==> config.mk <==
export PLATFORM = sky130hd
export DESIGN_NAME = mbdu_ctrl
export DESIGN_NICKNAME = d
export VERILOG_FILES = /design/src/design/mbdu_pkg.sv /design/src/design/mbdu_ctrl.sv
export SDC_FILE = /design/constraint.sdc
export NUM_CORES = 1
export LEC_CHECK = 0
export BUFFER_PORTS_ARGS = -buffer_cell sky130_fd_sc_hd__buf_4
export CORE_AREA = 5 5 42 44
export DETAILED_ROUTE_END_ITERATION = 10
export DIE_AREA = 0 0 47 49
export SYNTH_ARGS = -nofsm -noshare
export SYNTH_HDL_FRONTEND = slang
export SYNTH_SLANG_ARGS = --single-unit
==> constraint.sdc <==
create_clock -name clk -period 1.25 [get_ports clk]
set_input_delay 0.3125 -clock clk [delete_from_list [all_inputs] [get_ports clk]]
set_output_delay 0.3125 -clock clk [all_outputs]
set_load 0.01 [all_outputs]
==> src/design/mbdu_pkg.sv <==
// shared types and constants of the mip chain generator
// no dependencies
package mbdu_pkg;

  localparam int DEF_MAX_WIDTH  = 2048;
  localparam int DEF_MAX_LEVELS = 12;
  localparam int NUM_CH         = 4;
  localparam int MAX_CHANNELS   = 4;

  localparam logic [1:0] REG_WIDTH  = 2'd0;
  localparam logic [1:0] REG_HEIGHT = 2'd1;
  localparam logic [1:0] REG_BPP    = 2'd2;

  localparam logic [11:0] RST_WIDTH  = 12'd256;
  localparam logic [11:0] RST_HEIGHT = 12'd256;
  localparam logic [2:0]  RST_BPP    = 3'd4;

  typedef struct packed {
    logic [7:0] channel_3;
    logic [7:0] channel_2;
    logic [7:0] channel_1;
    logic [7:0] channel_0;
  } in_item_t;

  typedef struct packed {
    logic [3:0] mip_level;
    logic [9:0] column;
    logic [9:0] row;
    logic [7:0] average_0;
    logic [7:0] average_1;
    logic [7:0] average_2;
    logic [7:0] average_3;
    logic       last_of_run;
  } out_item_t;

  typedef struct packed {
    logic [11:0] image_width;
    logic [11:0] image_height;
    logic [2:0]  bytes_per_pixel;
  } cfg_t;

  typedef struct packed {
    logic load;   // take the input item
    logic eval;   // step the current level
    logic take;   // finish a 2x2 block read back from the line store
    logic flush;  // send the held result as last of run
  } dp_cmd_t;

  typedef struct packed {
    logic stop;
    logic pend_v;
    logic out_free;
  } dp_stat_t;

endpackage

==> src/design/mbdu_ctrl.sv <==
// controller state machine of the mip chain generator
// depends on mbdu_pkg
module mbdu_ctrl (
  input  logic              clk,
  input  logic              rst_n,
  input  logic              in_valid,
  output logic              in_ready,
  input  mbdu_pkg::dp_stat_t st,
  output mbdu_pkg::dp_cmd_t  cmd
);
  import mbdu_pkg::*;

  typedef enum logic [3:0] {
    S_IDLE  = 4'b0001,
    S_LEVEL = 4'b0010,
    S_READ  = 4'b0100,
    S_FLUSH = 4'b1000
  } state_t;

  state_t state_r, state_nxt;

  assign in_ready = (state_r == S_IDLE);

  always_comb begin
    state_nxt = state_r;
    cmd       = '0;
    unique case (state_r)
      S_IDLE: begin
        if (in_valid) begin
          cmd.load  = 1'b1;
          state_nxt = S_LEVEL;
        end
      end
      S_LEVEL: begin
        cmd.eval = 1'b1;
        if (st.stop) state_nxt = st.pend_v ? S_FLUSH : S_IDLE;
        else state_nxt = S_READ;
      end
      S_READ: begin
        // a held result must leave before the new one takes its place
        if (!st.pend_v || st.out_free) begin
          cmd.take  = 1'b1;
          state_nxt = S_LEVEL;
        end
      end
      S_FLUSH: begin
        if (st.out_free) begin
          cmd.flush = 1'b1;
          state_nxt = S_IDLE;
        end
      end
      default: state_nxt = S_IDLE;
    endcase
  end

  always_ff @(posedge clk) begin
    if (!rst_n) state_r <= S_IDLE;
    else state_r <= state_nxt;
  end

endmodule

==> flow_metrics.env <==
export IMPL_status="complete, but fails checks"
export IMPL_violations="negative setup slack"
export IMPL_antenna_found_initial=0
export IMPL_crit_arrival_ps=1100
export IMPL_numCtsBuffers=3
export IMPL_overflow=0
export IMPL_drv_slew=0
export IMPL_io_buffers=10
export IMPL_critPathTopFamily="simple AND/OR/NAND/NOR gates"
export IMPL_dp_hpwl_um=636
export IMPL_die_y_um=49
export IMPL_max_slew_worst_pin_slew_ps=251
export IMPL_finalCritPeriodShare=1.13
export IMPL_clockBufferDepth=2
export IMPL_place_congestion=0.720
export IMPL_fmax_mhz=708
export IMPL_r2r_start="state_r[0]"
export IMPL_cts_hold_fix_buffers=0
export IMPL_fin_nets=63
export IMPL_min_to="state_r[0]"
export IMPL_leakage_nw=0.243
export IMPL_final_setup_viol_count=7
export IMPL_antenna_cells=0
export IMPL_largest_reg_flops=4
export IMPL_clk_pin_slew_ps=40
export IMPL_regMostFlops="state_r"
export IMPL_grt_max_degree=8
export IMPL_finalHoldViolCount=0
export IMPL_firstDrtPassIters=4
export IMPL_p_comb_frac=0.463
export IMPL_ios=11
export IMPL_post_route_util=0.390
export IMPL_met3_length_um=56
export IMPL_die_area_mm2=0.00230
export IMPL_clk_latency_ps=230
export IMPL_crit_type="register to primary output"
export IMPL_drt_wl_total_um=945
export IMPL_ys_ff_latch=4
export IMPL_start_util=0.212
export IMPL_die_w_um=47
export IMPL_cts_sinks=4
export IMPL_hold_path_class="primary input to register"
export IMPL_grtUsageTotal=0.101
export IMPL_crit_slowest_cell="dfxtp_4"
export IMPL_syn_cell_area_um2=297
export IMPL_hold_depth=2
export IMPL_power_net_switching_mw=0.202
export IMPL_crit_path_end_kind="primary output"
export IMPL_htree_levels=1
export IMPL_path_buf_inv=1
export IMPL_cts_tree="done"
export IMPL_min_delay_start="rst_n"
export IMPL_seqPwrFrac=0.292
export IMPL_yosys_warnings=0
export IMPL_crit_fanout=5
export IMPL_power_mw=0.633
export IMPL_critical_path_cell_chain="and2b_1 > and3_4 > buf_6"
export IMPL_grt_pass1_vias=361
export IMPL_cp_required_ps=940
export IMPL_switching_share=0.319
export IMPL_reg_largest_list="state_r x4"
export IMPL_num_vias=341
export IMPL_top_layer_used="met4"
export IMPL_slew_limit_headroom=0.832
export IMPL_r2r_end="state_r[0]"
export IMPL_drive_gt1_frac=0.691
export IMPL_ff2ff_path_depth=5
export IMPL_met1Wirelength_um=323
export IMPL_p_per_area_mw_per_mm2=1160
export IMPL_drc=0
export IMPL_viasPerCell=4.80
export IMPL_synthCells=32
export IMPL_ant_nets=0
export IMPL_p_int_mw=0.431
export IMPL_coreArea_mm2=0.00140
export IMPL_synth_nets=38
export IMPL_wl_per_cell_um=13.3
export IMPL_rsz0062_at_grt="yes"
export IMPL_start_kind="register"
export IMPL_grt_pass1_wl_mm=1.60
export IMPL_clockRootBuffer="clkbuf_4"
export IMPL_dp_worst_setup_slack_ps=-62.1
export IMPL_ys_types=22
export IMPL_critPathMaxStageDelay_ps=350
export IMPL_drtIter0Drc=7
export IMPL_finClkSkew_ps=1.09
export IMPL_period_needed_ps=1410
export IMPL_area_delta_synth_final_pct=84.4
export IMPL_clkPwrFrac=0.245
export IMPL_r2r_slack_ps=-50
export IMPL_syn_avg_cell_area_um2=9.27
export IMPL_setup_tns_ps=-785
export IMPL_irDropWorstVdd_uv=433
export IMPL_drv_cap=0
export IMPL_rows=14
export IMPL_layout_setup_ws_ps=-163
export IMPL_ys_seq_area_frac=0.270
export IMPL_dr_wl_met2_um=543
## cells in the final DEF, fill, tap and decap left out
cell type and count:
a21oi_1 1, nand3_2 1, nand3_1 1, clkbuf_4 3
inv_1 1, a21oi_2 1, o221ai_1 1, o211ai_1 1
nor3b_4 1, nor2_4 1, and3_4 1, o31ai_4 1
and3_2 1, nor2_1 4, a21boi_1 1, nor4b_4 1
nand2b_1 2, nand2_1 2, buf_4 16, dfxtp_4 4
and2b_1 2, nor2b_4 1, buf_6 4, and4b_2 1
o21bai_1 1, a32o_2 1
## kinds of logic after synthesis
logic type             synth area share
AO/OA/AOI/OAI                     0.262
buffers and inverters            0.0126
flip-flops                        0.270
AND/OR/NAND/NOR                   0.456
## cells in the mapped netlist
| master | count | area, um2 |
|---|---|---|
| nand3_1 | 1 | 5.00 |
| and2b_1 | 2 | 15.0 |
| o221ai_1 | 1 | 8.76 |
| nand3_2 | 1 | 10.0 |
| nor4b_2 | 1 | 15.0 |
| inv_1 | 1 | 3.75 |
| and3_2 | 1 | 7.51 |
| a21oi_2 | 1 | 8.76 |
| nor2_1 | 5 | 18.8 |
| a32o_2 | 1 | 11.3 |
| and4b_2 | 1 | 11.3 |
| nor2b_4 | 1 | 13.8 |
| o31ai_4 | 1 | 21.3 |
| a21oi_1 | 1 | 5.00 |
| nand2b_1 | 2 | 12.5 |
| o211ai_1 | 1 | 7.51 |
| o21bai_1 | 1 | 7.51 |
| a21boi_1 | 1 | 7.51 |
| nor3b_2 | 1 | 12.5 |
| nand2_1 | 2 | 7.51 |
| dfxtp_1 | 4 | 80.1 |
| and3_1 | 1 | 6.26 |
## layer usage
layer | up-vias | GRT usage
li1 | 167 | -
met1 | 160 | 0.0945
met2 | 12 | 0.167
met3 | 2 | 0.0369
met4 | 0 | 0.0737
met5 | - | 0
## area by class of cell
type	instances	area (um2)
Fill cell	147	855
Multi-Input combinational cell	27	240
Timing Repair Buffer	20	165
Sequential cell	4	95.1
Clock buffer	3	22.5
Tap cell	16	20.0
Inverter	1	3.75
## power by group through the flow
stage	Clock [mW]	Combinational [mW]	Sequential, mW
after global routing	0.175	0.315	0.190
final	0.155	0.293	0.185
after floorplan	0	0.106	0.171
after detailed placement	0	0.224	0.175
after global placement	0	0.224	0.174
after CTS	0.166	0.269	0.181
## metrics by stage
stage          hold slack, ps  instance area, um2  instances
2_1_floorplan             391                 297         32
3_3_place_gp              558                 444         65
3_5_place_dp              551                 444         65
4_1_cts                   306                 524         71
5_1_grt                   318                 547         71
6_report                  317                 547         71
## worst max-delay path by stage
| stage | cells after the start | from | to |
|---|---|---|---|
| 4_1_cts | 5 | state_r[0] | cmd[1] |
| 6_report | 3 | state_r[2] | cmd[3] |
| 3_5_place_dp | 2 | state_r[1] | cmd[2] |
| 3_3_place_gp | 5 | state_r[3] | state_r[3] |
| 2_1_floorplan | 2 | state_r[0] | cmd[3] |
| 5_1_grt | 3 | state_r[2] | cmd[3] |
## what timing repair did
action | CTS | global route
setup buffers | 3 | 0
pin swaps | 3 | 6
endpoints found under the setup margin | 8 | 7
gates resized for setup | 12 | 5
endpoints found under the hold margin | 0 | 0
(Power assumes the default switching activity.)
